**src/rtl/mbce_pkg.sv**
```systemverilog
// Shared types and constants for the mono bitmap color expander.
// Used by mbce_front, mbce_back and the top level; no dependencies.
`default_nettype none

package mbce_pkg;

    localparam int BYTE_W         = 8;
    localparam int COLOR_W        = 16;
    localparam int DIM_W          = 11;
    localparam int CFG_DATA_W     = 16;
    localparam int CFG_ADDR_W     = 2;
    localparam int DEF_MAX_WIDTH  = 1024;
    localparam int DEF_MAX_HEIGHT = 1024;
    localparam int QUEUE_DEPTH    = 2;

    typedef enum logic [CFG_ADDR_W-1:0] {
        CFG_FORE_COLOR   = 2'd0,
        CFG_BACK_COLOR   = 2'd1,
        CFG_IMAGE_WIDTH  = 2'd2,
        CFG_IMAGE_HEIGHT = 2'd3
    } cfg_idx_t;

    typedef struct packed {
        logic [COLOR_W-1:0] fore_color;
        logic [COLOR_W-1:0] back_color;
        logic [DIM_W-1:0]   image_width;
        logic [DIM_W-1:0]   image_height;
    } cfg_t;

    // head of the byte queue as seen by the back end
    typedef struct packed {
        logic              valid;
        logic [BYTE_W-1:0] data;
    } byte_q_t;

endpackage

`default_nettype wire

```
**src/rtl/mbce_front.sv**
```systemverilog
// Front end: accepts bitmap bytes and holds them in a two-entry queue.
// Depends on mbce_pkg.
`default_nettype none

module mbce_front
    import mbce_pkg::*;
(
    input  wire logic              aclk,
    input  wire logic              aresetn,
    input  wire logic              s_tvalid,
    output logic                   s_tready,
    input  wire logic [BYTE_W-1:0] s_tdata,   // [7:0] bitmap_byte
    output byte_q_t                q_head,
    input  wire logic              q_pop
);

    logic [BYTE_W-1:0] entry_reg [QUEUE_DEPTH];
    logic              wr_ptr_reg, wr_ptr_next;
    logic              rd_ptr_reg, rd_ptr_next;
    logic [1:0]        count_reg, count_next;
    logic              push;

    assign s_tready    = (count_reg != 2'(QUEUE_DEPTH));
    assign push        = s_tvalid && s_tready;
    assign q_head.valid = (count_reg != 2'd0);
    assign q_head.data  = entry_reg[rd_ptr_reg];

    always_comb begin
        wr_ptr_next = push  ? ~wr_ptr_reg : wr_ptr_reg;
        rd_ptr_next = q_pop ? ~rd_ptr_reg : rd_ptr_reg;
        count_next  = count_reg;
        if (push && !q_pop) begin
            count_next = count_reg + 2'd1;
        end else if (!push && q_pop) begin
            count_next = count_reg - 2'd1;
        end
    end

    always_ff @(posedge aclk) begin
        if (!aresetn) begin
            wr_ptr_reg <= 1'b0;
            rd_ptr_reg <= 1'b0;
            count_reg  <= 2'd0;
        end else begin
            wr_ptr_reg <= wr_ptr_next;
            rd_ptr_reg <= rd_ptr_next;
            count_reg  <= count_next;
        end
    end

    always_ff @(posedge aclk) begin
        if (push) begin
            entry_reg[wr_ptr_reg] <= s_tdata;
        end
    end

`ifndef ASSERT_OFF
    a_pop_nonempty: assert property (@(posedge aclk) disable iff (!aresetn)
        q_pop |-> count_reg != 2'd0)
        else $error("queue popped while empty");
    a_count_bound: assert property (@(posedge aclk) disable iff (!aresetn)
        count_reg <= 2'(QUEUE_DEPTH))
        else $error("queue count overflow");
    a_full_stall: assert property (@(posedge aclk) disable iff (!aresetn)
        (count_reg == 2'(QUEUE_DEPTH)) && !q_pop |=> count_reg == 2'(QUEUE_DEPTH))
        else $error("full queue lost an entry");
`endif

endmodule

`default_nettype wire

```
**src/rtl/mbce_back.sv**
```systemverilog
// Back end: shifts each queued byte out MSB first, one pixel per cycle unless the sink stalls,
// tracks column and row, and drives the registered pixel output. Depends on mbce_pkg.
`default_nettype none

module mbce_back
    import mbce_pkg::*;
#(
    parameter int MAX_WIDTH  = DEF_MAX_WIDTH,
    parameter int MAX_HEIGHT = DEF_MAX_HEIGHT
) (
    input  wire logic               aclk,
    input  wire logic               aresetn,
    input  wire cfg_t               cfg,
    input  wire byte_q_t            q_head,
    output logic                    q_pop,
    output logic                    m_tvalid,
    input  wire logic               m_tready,
    output logic [COLOR_W-1:0]      m_tdata,  // [15:0] pixel
    output logic                    m_tlast,  // image_end
    output logic [1:0]              m_tuser   // [0] row_end, [1] byte_last
);

    localparam int CW = $clog2(MAX_WIDTH);
    localparam int RW = $clog2(MAX_HEIGHT);

    logic [CW-1:0]      col_reg, col_next;
    logic [RW-1:0]      row_reg, row_next;
    logic [BYTE_W-1:0]  shift_reg, shift_next;
    logic [2:0]         bit_idx_reg, bit_idx_next;
    logic               busy_reg, busy_next;
    logic               ov_reg, ov_next;
    logic [COLOR_W-1:0] pixel_reg;
    logic               row_end_reg, image_end_reg, byte_last_reg;

    int                 width_clamped, height_clamped;
    logic [CW-1:0]      last_col;
    logic [RW-1:0]      last_row;
    logic               rend, iend, blast, step, load;

    // zero counts as one, oversize saturates
    always_comb begin
        if (cfg.image_width == '0) begin
            width_clamped = 1;
        end else if (32'(cfg.image_width) > MAX_WIDTH) begin
            width_clamped = MAX_WIDTH;
        end else begin
            width_clamped = 32'(cfg.image_width);
        end
        if (cfg.image_height == '0) begin
            height_clamped = 1;
        end else if (32'(cfg.image_height) > MAX_HEIGHT) begin
            height_clamped = MAX_HEIGHT;
        end else begin
            height_clamped = 32'(cfg.image_height);
        end
        last_col = CW'(width_clamped - 1);
        last_row = RW'(height_clamped - 1);
    end

    assign rend  = (col_reg >= last_col);
    assign iend  = rend && (row_reg >= last_row);
    assign blast = rend || (bit_idx_reg == 3'd7);
    assign step  = busy_reg && (!ov_reg || m_tready);
    // fetch the next byte as the current one finishes, so pixels flow without a gap
    assign load  = q_head.valid && (!busy_reg || (step && blast));
    assign q_pop = load;

    always_comb begin
        col_next     = col_reg;
        row_next     = row_reg;
        shift_next   = shift_reg;
        bit_idx_next = bit_idx_reg;
        busy_next    = busy_reg;
        if (step) begin
            shift_next   = {shift_reg[BYTE_W-2:0], 1'b0};
            bit_idx_next = bit_idx_reg + 3'd1;
            if (rend) begin
                col_next = '0;
                row_next = iend ? '0 : row_reg + RW'(1);
            end else begin
                col_next = col_reg + CW'(1);
            end
            if (blast) begin
                busy_next = 1'b0;
            end
        end
        if (load) begin
            shift_next   = q_head.data;
            bit_idx_next = 3'd0;
            busy_next    = 1'b1;
        end
    end

    always_comb begin
        ov_next = ov_reg;
        if (step) begin
            ov_next = 1'b1;
        end else if (m_tready) begin
            ov_next = 1'b0;
        end
    end

    always_ff @(posedge aclk) begin
        if (!aresetn) begin
            col_reg     <= '0;
            row_reg     <= '0;
            bit_idx_reg <= 3'd0;
            busy_reg    <= 1'b0;
            ov_reg      <= 1'b0;
        end else begin
            col_reg     <= col_next;
            row_reg     <= row_next;
            bit_idx_reg <= bit_idx_next;
            busy_reg    <= busy_next;
            ov_reg      <= ov_next;
        end
    end

    always_ff @(posedge aclk) begin
        shift_reg <= shift_next;
        if (step) begin
            pixel_reg     <= shift_reg[BYTE_W-1] ? cfg.fore_color : cfg.back_color;
            row_end_reg   <= rend;
            image_end_reg <= iend;
            byte_last_reg <= blast;
        end
    end

    assign m_tvalid = ov_reg;
    assign m_tdata  = pixel_reg;
    assign m_tlast  = image_end_reg;
    assign m_tuser  = {byte_last_reg, row_end_reg};

`ifndef ASSERT_OFF
    a_image_end_on_row_end: assert property (@(posedge aclk) disable iff (!aresetn)
        m_tvalid && m_tlast |-> m_tuser[0])
        else $error("image end without row end");
    a_row_end_ends_byte: assert property (@(posedge aclk) disable iff (!aresetn)
        m_tvalid && m_tuser[0] |-> m_tuser[1])
        else $error("row end without byte_last");
    a_col_wrap: assert property (@(posedge aclk) disable iff (!aresetn)
        step && rend |=> col_reg == '0)
        else $error("column did not wrap at row end");
    a_row_wrap: assert property (@(posedge aclk) disable iff (!aresetn)
        step && iend |=> row_reg == '0)
        else $error("row did not wrap at image end");
`endif

endmodule

`default_nettype wire

```
**src/rtl/mono_bitmap_color_expand_unit.sv**
```systemverilog
// Expands a 1-bpp bitmap stream into RGB565 pixels, one byte in, up to
// eight pixels out. A two-entry byte queue (front) feeds the serializer that
// shifts the byte out MSB first (back), and a registered output stage holds
// each pixel until the sink takes it. The back end emits one pixel per cycle
// unless the sink stalls; a full byte yields eight pixels, the last byte of a
// row only those left in the row; bytes are fetched from the queue in
// the cycle the previous one finishes, so pixels stream without gaps. Padding
// bits past the row width are dropped; column and row counters wrap after the
// last pixel of the image. Width/height of zero count as one, larger values
// saturate at MAX_WIDTH/MAX_HEIGHT. Configure only while the unit is idle.
// Depends on mbce_pkg, mbce_front and mbce_back.
`default_nettype none

module mono_bitmap_color_expand_unit
    import mbce_pkg::*;
#(
    parameter int MAX_WIDTH  = DEF_MAX_WIDTH,
    parameter int MAX_HEIGHT = DEF_MAX_HEIGHT
) (
    input  wire logic                  aclk,
    input  wire logic                  aresetn,
    input  wire logic                  cfg_we,
    input  wire logic [CFG_ADDR_W-1:0] cfg_addr,
    input  wire logic [CFG_DATA_W-1:0] cfg_wdata,
    input  wire logic                  s_tvalid,
    output logic                       s_tready,
    input  wire logic [BYTE_W-1:0]     s_tdata,   // [7:0] bitmap_byte
    output logic                       m_tvalid,
    input  wire logic                  m_tready,
    output logic [COLOR_W-1:0]         m_tdata,   // [15:0] pixel
    output logic                       m_tlast,   // image_end
    output logic [1:0]                 m_tuser    // [0] row_end, [1] byte_last
);

    cfg_t    cfg_reg;
    byte_q_t q_head;
    logic    q_pop;

    always_ff @(posedge aclk) begin
        if (!aresetn) begin
            cfg_reg.fore_color   <= '1;
            cfg_reg.back_color   <= '0;
            cfg_reg.image_width  <= DIM_W'(8);
            cfg_reg.image_height <= DIM_W'(8);
        end else if (cfg_we) begin
            unique case (cfg_idx_t'(cfg_addr))
                CFG_FORE_COLOR:   cfg_reg.fore_color   <= cfg_wdata;
                CFG_BACK_COLOR:   cfg_reg.back_color   <= cfg_wdata;
                CFG_IMAGE_WIDTH:  cfg_reg.image_width  <= cfg_wdata[DIM_W-1:0];
                CFG_IMAGE_HEIGHT: cfg_reg.image_height <= cfg_wdata[DIM_W-1:0];
                default: ;
            endcase
        end
    end

    mbce_front u_front (
        .aclk     (aclk),
        .aresetn  (aresetn),
        .s_tvalid (s_tvalid),
        .s_tready (s_tready),
        .s_tdata  (s_tdata),
        .q_head   (q_head),
        .q_pop    (q_pop)
    );

    mbce_back #(
        .MAX_WIDTH  (MAX_WIDTH),
        .MAX_HEIGHT (MAX_HEIGHT)
    ) u_back (
        .aclk     (aclk),
        .aresetn  (aresetn),
        .cfg      (cfg_reg),
        .q_head   (q_head),
        .q_pop    (q_pop),
        .m_tvalid (m_tvalid),
        .m_tready (m_tready),
        .m_tdata  (m_tdata),
        .m_tlast  (m_tlast),
        .m_tuser  (m_tuser)
    );

endmodule

`default_nettype wire

```
**config.mk**
```make
export PLATFORM = sky130hd
export DESIGN_NAME = mono_bitmap_color_expand_unit
export DESIGN_NICKNAME = d
export VERILOG_FILES = /design/src/rtl/mbce_pkg.sv /design/src/rtl/mbce_front.sv /design/src/rtl/mbce_back.sv /design/src/rtl/mono_bitmap_color_expand_unit.sv
export SDC_FILE = /design/constraint.sdc
export NUM_CORES = 1
export LEC_CHECK = 0
export BUFFER_PORTS_ARGS = -buffer_cell sky130_fd_sc_hd__clkbuf_2
export CAP_MARGIN = 30
export CORE_ASPECT_RATIO = 1.25
export CORE_MARGIN = 4
export CORE_UTILIZATION = 51
export CTS_CLUSTER_SIZE = 40
export DETAILED_ROUTE_END_ITERATION = 10
export GPL_TIMING_DRIVEN = 1
export HOLD_SLACK_MARGIN = 0.06
export PLACE_DENSITY = 0.7
export SETUP_SLACK_MARGIN = 0.5
export SYNTH_ARGS = -nofsm -noshare
export SYNTH_HDL_FRONTEND = slang
export SYNTH_SLANG_ARGS = --single-unit
export TNS_END_PERCENT = 30
```
**constraint.sdc**
```tcl
create_clock -name aclk -period 6.8 [get_ports aclk]
set_clock_uncertainty 0.15 [all_clocks]
set_input_delay 0.34 -clock aclk [delete_from_list [all_inputs] [get_ports aclk]]
set_output_delay 0.34 -clock aclk [all_outputs]
set_load 0.01 [all_outputs]
```
**Word level (Yosys, flattened, before mapping)**

Memory sizes are Yosys's and may differ from the RTL's. A register that Yosys moved wholly into a read port is not among the register bits.
Cells that the tools add are included.

- $add $sub $neg: 7
- $lt $le $gt $ge: 4
- Eq/ne operators: 5
- Muxes and demuxes: 20
- Bitwise operators: 3
- Reduce and logical (&&, ||, !) cells: 29

Operators with widths:

| kind | number |
|---|---|
| 10-bit two-way mux | 6 |
| 11-bit greater-than comparator, second input constant | 2 |
| 11-bit zero test | 2 |
| 10-bit by 1-bit adder with 10-bit output, second input constant | 2 |
| 10-bit >= comparator | 2 |
| 10-bit by 2-bit subtractor with 10-bit output, second input constant | 2 |
| 16-bit two-way mux | 1 |
| 8-bit two-way mux | 2 |
| 2-bit AND reduction | 6 |
| 2-bit nonzero test | 5 |
| 1-bit two-way mux | 9 |
| 1-bit logical AND | 7 |
| 2-bit equality test, second input constant | 2 |
| 1-bit zero test | 4 |
| 2-bit two-way mux | 2 |
| 3-bit by 1-bit adder with 3-bit output, second input constant | 1 |
| 3-bit equality test, second input constant | 1 |
| 1-bit logical OR | 3 |
| 1-bit NOT | 3 |
| 2-bit by 1-bit adder with 2-bit output, second input constant | 1 |
| 2-bit by 1-bit equality test with 1-bit output, second input constant | 1 |
| 2-bit zero test | 1 |
| 2-bit != test, second input constant | 1 |
| 2-bit OR reduction | 1 |
| 2-bit by 1-bit subtractor with 2-bit output, second input constant | 1 |

- Register bits: 110
- Bits in writable memories: 16
- Output and inout bits: 21
- Logic and storage cells: 86
- Memories: 1

Memories:

| memory | words | width | rd ports | clocked after memory_dff | wr ports | line | text |
|---|---|---|---|---|---|---|---|
| u_front.entry_reg | 2 | 8 | 1 | 1 | 1 | mbce_front.sv:17 | `logic [BYTE_W-1:0] entry_reg [QUEUE_DEPTH];` |

**Logic depth before layout (Yosys ltp)**

- Depth in word-level cells: 12
- Depth in mapped cells: 19
- Mapped depth without buffers: 18

**Modules after synthesis**

From an unflattened synthesis, not the netlist that was laid out.

- Cell total of the unflattened synthesis: 586
- Area total of the unflattened synthesis: 6226.0 um^2

Modules (own cells, without submodules):

| module | instances | cells an instance | area an instance (um^2) | seq. area each (um^2) |
|---|---|---|---|---|
| mbce_back | 1 | 320 | 3194.3 | 1311.3 |
| mono_bitmap_color_expand_unit | 1 | 216 | 2230.9 | 1081.0 |
| mbce_front | 1 | 50 | 800.8 | 580.6 |

**Worst setup path after synthesis**

Ideal clock, no wire load.

- Kind: register to register
- From: reg cfg_reg[11] (netlist bit)
- To: reg u_front.count_reg[1]
- Arrival: 4099 ps
- Required time: 6574 ps
- Slack: 2475 ps
- Stages on the path, launching flop included: 17
- Path through: dfxtp_1 or3_1 or3_1 nor3_2 o21ai_1 ha_1 o21ai_0 o311ai_0 o21a_1 ha_1 nand4_1 o41a_4 a31oi_4 o21ai_2 ha_1 or3_1 a21boi_0

- Longest elaborated chain between the ends: 12
- Elaborated cells between the ends (all ways): 15

Ends and longest elaborated chain:

| element | line | text |
|---|---|---|
| start: declaration | mono_bitmap_color_expand_unit.sv:35 | `cfg_t cfg_reg;` |
| 11-bit greater-than comparator | mbce_back.sv:44 | `end else if (32'(cfg.image_width) > MAX_WIDTH) begin` |
| 10-bit two-way mux | mbce_back.sv:44 |  |
| 10-bit two-way mux * | mbce_back.sv:42 | `if (cfg.image_width == '0) begin` |
| 10-bit by 2-bit subtractor with 10-bit output * | mbce_back.sv:56 | `last_col = CW'(width_clamped - 1);` |
| 10-bit >= comparator * | mbce_back.sv:60 | `assign rend = (col_reg >= last_col);` |
| 1-bit logical OR * | mbce_back.sv:62 | `assign blast = rend \|\| (bit_idx_reg == 3'd7);` |
| 1-bit logical AND * | mbce_back.sv:65 | `assign load = q_head.valid && (!busy_reg \|\| (step && blast));` |
| 1-bit logical OR * | mbce_back.sv:65 |  |
| 1-bit logical AND * | mbce_back.sv:65 |  |
| 1-bit zero test | mbce_front.sv:32 | `if (push && !q_pop) begin` |
| 1-bit logical AND | mbce_front.sv:32 |  |
| 2-bit two-way mux or 2-bit nonzero test (tied branches) | - |  |
| end signal: assignment | mbce_front.sv:47 | `count_reg <= count_next;` |
| end: declaration | mbce_front.sv:20 | `logic [1:0] count_reg, count_next;` |

Mark *: on every way between the ends. The rest lies on a longest branch, timed or not.
A chain may end at the register's enable or synchronous reset.

**Worst setup path after layout**

Ends and elaborated chain as after synthesis.

==> results.cfg <==
[run_status]
status = finished clean

[cts]
cts-htree-levels = 4
cts.clk_slew.worst_paths_ns = 0.06
post_cts_buffers = 0
clk-insertion-delay-late_ns = 0.41
cts_made_buffers = 17
cts_root_buf = clkbuf_16
cts_buffer_depth = 2
cts_tree = done
cts_sinks = 127

[floorplanning]
die_w_microns = 105
core_area_sq_um = 11300
num_rows = 43
ios = 52
dieArea_sq_um = 13500
fp.dieH_microns = 129
start_util = 0.528

[global_routing]
gr-usage-all-layers = 0.196
antenna_found_initial = 0
grt_pass1_wl_microns = 21400
gr-total-overflow = 0
grt_pass1_vias = 4599
grt_max_degree = 68

[sta]
finalSetupViolCount = 0
tightest_slew_ns = 0.835
hold_viol = 0
max_clock_freq_ghz = 0.209
period_minus_slack_ns = 4.79
slew_viol_final = 0
slew_headroom = 0.444
tns_ns = 0
fin_hold_ws_ns = 0.0763
fin_crit_sh = 0.704
rsz0062_at_grt = no

[cells_and_area]
n_antenna_cell = 0
multi_input_area_sq_um = 2830
area_growth_pct = 17.6
regArea_sq_um = 2970
layout-drive-gt1-share = 0.180
fin_nets = 722
largest_reg_flops = 54
fillers = 925

[yosys]
synth_cell_types = 62
syn_nets = 665
async_reset_ff_frac = 0
synth_area_sq_um = 5970
synthCells = 607
synth_top_area_cell = dfxtp_1
synth_top_area_frac = 0.282
ys_top_cells_by_area = dfxtp_1, edfxtp_1, nand2_1
synth-edff-count = 43
synth_ff_type = dfxtp_1
postSynthAreaPerCell_sq_um = 9.83
yosysWarnings = 0
ys_ff_latch = 127
yosysSeqAreaShare = 0.498

[drt]
antenna_left = 0
drt-initial-drc-count = 205
wl_per_cell_microns = 15.4
viasPerCell = 5.50
routed_wl_microns = 12500
dr.pass1.iters = 4
num_vias = 4470
drc_errors = 0

[power]
ir_drop_mv = 0.191
p_sw_frac = 0.275
pwr-share-clk = 0.382
power_switching_mw = 0.645
p_comb_frac = 0.186
p_seq_frac = 0.432
p_int_mw = 1.70
leakage_nw = 2.78
p_per_area_nw_per_um2 = 334

[worst_setup_path]
worstSetupEndpointType = register
path_class = reg -> reg
crit_slowest_cell = o41a_4
crit_path_cell_trace = or3_1 -> or3_1 -> nor3_2 -> o21ai_1 -> ha_1 -> o21ai_0 -> o311ai_0 -> o21a_1 -> ha_1 -> nand4_1 -> o41a_4 -> a31oi_4 -> o21ai_2 -> ha_1 -> or3_1 -> a21boi_0
critPathTopFamily = compound AO/OA/AOI/OAI gates
max_stage_delay_ns = 0.59
critPathBufInv = 0
critPathMaxFanout = 9
critical_path_required_ns = 6.98
cp.arrival_ns = 4.97
critPathLaunchType = register

[placement]
routabilityCongestion = 0.815
dpl.hpwl_microns = 8700
portBuffers = 51

[job]
drv_cap = 0

[hold_path]
min_path_type = in -> reg
-- repair_timing --
action / in CTS / in global routing
endpoints found under the hold margin: 26 / 0
gates resized for setup: 0 / 0
hold buffers: 13 / 0
-- stage by stage --
stage	cells	util	area, sq um	power, mW	setup slack (ns)
finish	812	0.621	7020	2.35	2.01
global route	812	0.621	7020	2.47	1.69
CTS	812	0.621	7020	2.37	2.00
detailed placement	767	0.557	6290	1.46	2.05
global placement	766	0.556	6280	1.44	2.27
floorplan	607	-	5970	1.33	2.48
-- worst min-delay path, delay by kind of cell --
| family | cells | cell delay, ns |
|---|---|---|
| buf+inv | 1 | 0.13 |
| simple gates | 2 | 0.13 |
-- final timing paths --
kind | from | end | slack (ns) | cells past startpoint
worst max register to register | cfg_reg[11]$_SDFFE_PN0P_ | u_front.count_reg[1]$_SDFFE_PN0P_ | 2.01 | 16
worst max-delay path | cfg_reg[11]$_SDFFE_PN0P_ | u_front.count_reg[1]$_SDFFE_PN0P_ | 2.01 | 16
worst min-delay path | cfg_wdata[10] | cfg_reg[48]$_SDFFE_PN1P_ | 0.08 | 3
worst min register to register | cfg_reg[31]$_SDFFE_PN0P_ | cfg_reg[31]$_SDFFE_PN0P_ | 0.31 | 2
-- cells by family after synthesis --
family                   Yosys count  synth area share
buffers and inverters             41            0.0285
flip-flops                       127             0.498
AND/OR/NAND/NOR                  250             0.190
multiplexers                      34            0.0635
adder cells (fa/ha/maj)           27            0.0566
AO/OA/AOI/OAI                    105             0.130
XOR/XNOR                          23            0.0337
-- Yosys cell counts, types with 6 or more instances --
| cell type | instances |
|---|---|
| mux2_2 | 23 |
| nor3_1 | 6 |
| nand2b_1 | 8 |
| mux2_1 | 8 |
| a211oi_1 | 7 |
| a21boi_0 | 35 |
| inv_1 | 10 |
| nor2_1 | 36 |
| clkbuf_1 | 23 |
| dfxtp_1 | 84 |
| a21oi_1 | 16 |
| nand2_1 | 128 |
| and3_1 | 8 |
| o21ai_0 | 10 |
| nand3_1 | 27 |
| nand4_1 | 8 |
| edfxtp_1 | 43 |
| o21ai_1 | 6 |
| xnor2_1 | 13 |
| ha_1 | 27 |
| xor2_1 | 10 |
| or3_1 | 6 |
-- area by class of cell --
class / count / share of cell area
tap: 135 / 0.0241
inverter: 12 / 0.00642
multi-input combinational: 439 / 0.403
clock inverter: 12 / 0.0194
sequential: 127 / 0.424
timing repair buffer: 67 / 0.0586
clock buffer: 20 / 0.0652
-- cells in the final DEF (no fill, tap or decap), types with 16 or more instances in the layout --
cell,instances
nand2_1,128
dfxtp_1,84
clkbuf_2,51
edfxtp_1,43
nor2_1,36
a21boi_0,35
nand3_1,27
ha_1,27
mux2_2,23
clkbuf_16,18
a21oi_1,16
-- layer usage --
layer / vias up / GRT usage / wire length (microns)
met5: - / 0 / 0
met4: 0 / 0.0888 / 349
li1: 2246 / - / -
met2: 88 / 0.345 / 6230
met1: 2104 / 0.223 / 5350
met3: 32 / 0.0547 / 559
-- power by group through the flow --
stage | Clock [mW] | Combinational, mW | Sequential [mW]
6_report | 0.897 | 0.437 | 1.01
3_3_place_gp | 0 | 0.418 | 1.02
4_1_cts | 0.908 | 0.446 | 1.01
2_1_floorplan | 0 | 0.326 | 1.00
5_1_grt | 0.950 | 0.491 | 1.03
3_5_place_dp | 0 | 0.438 | 1.03
Power figures use the tool's default switching activity.
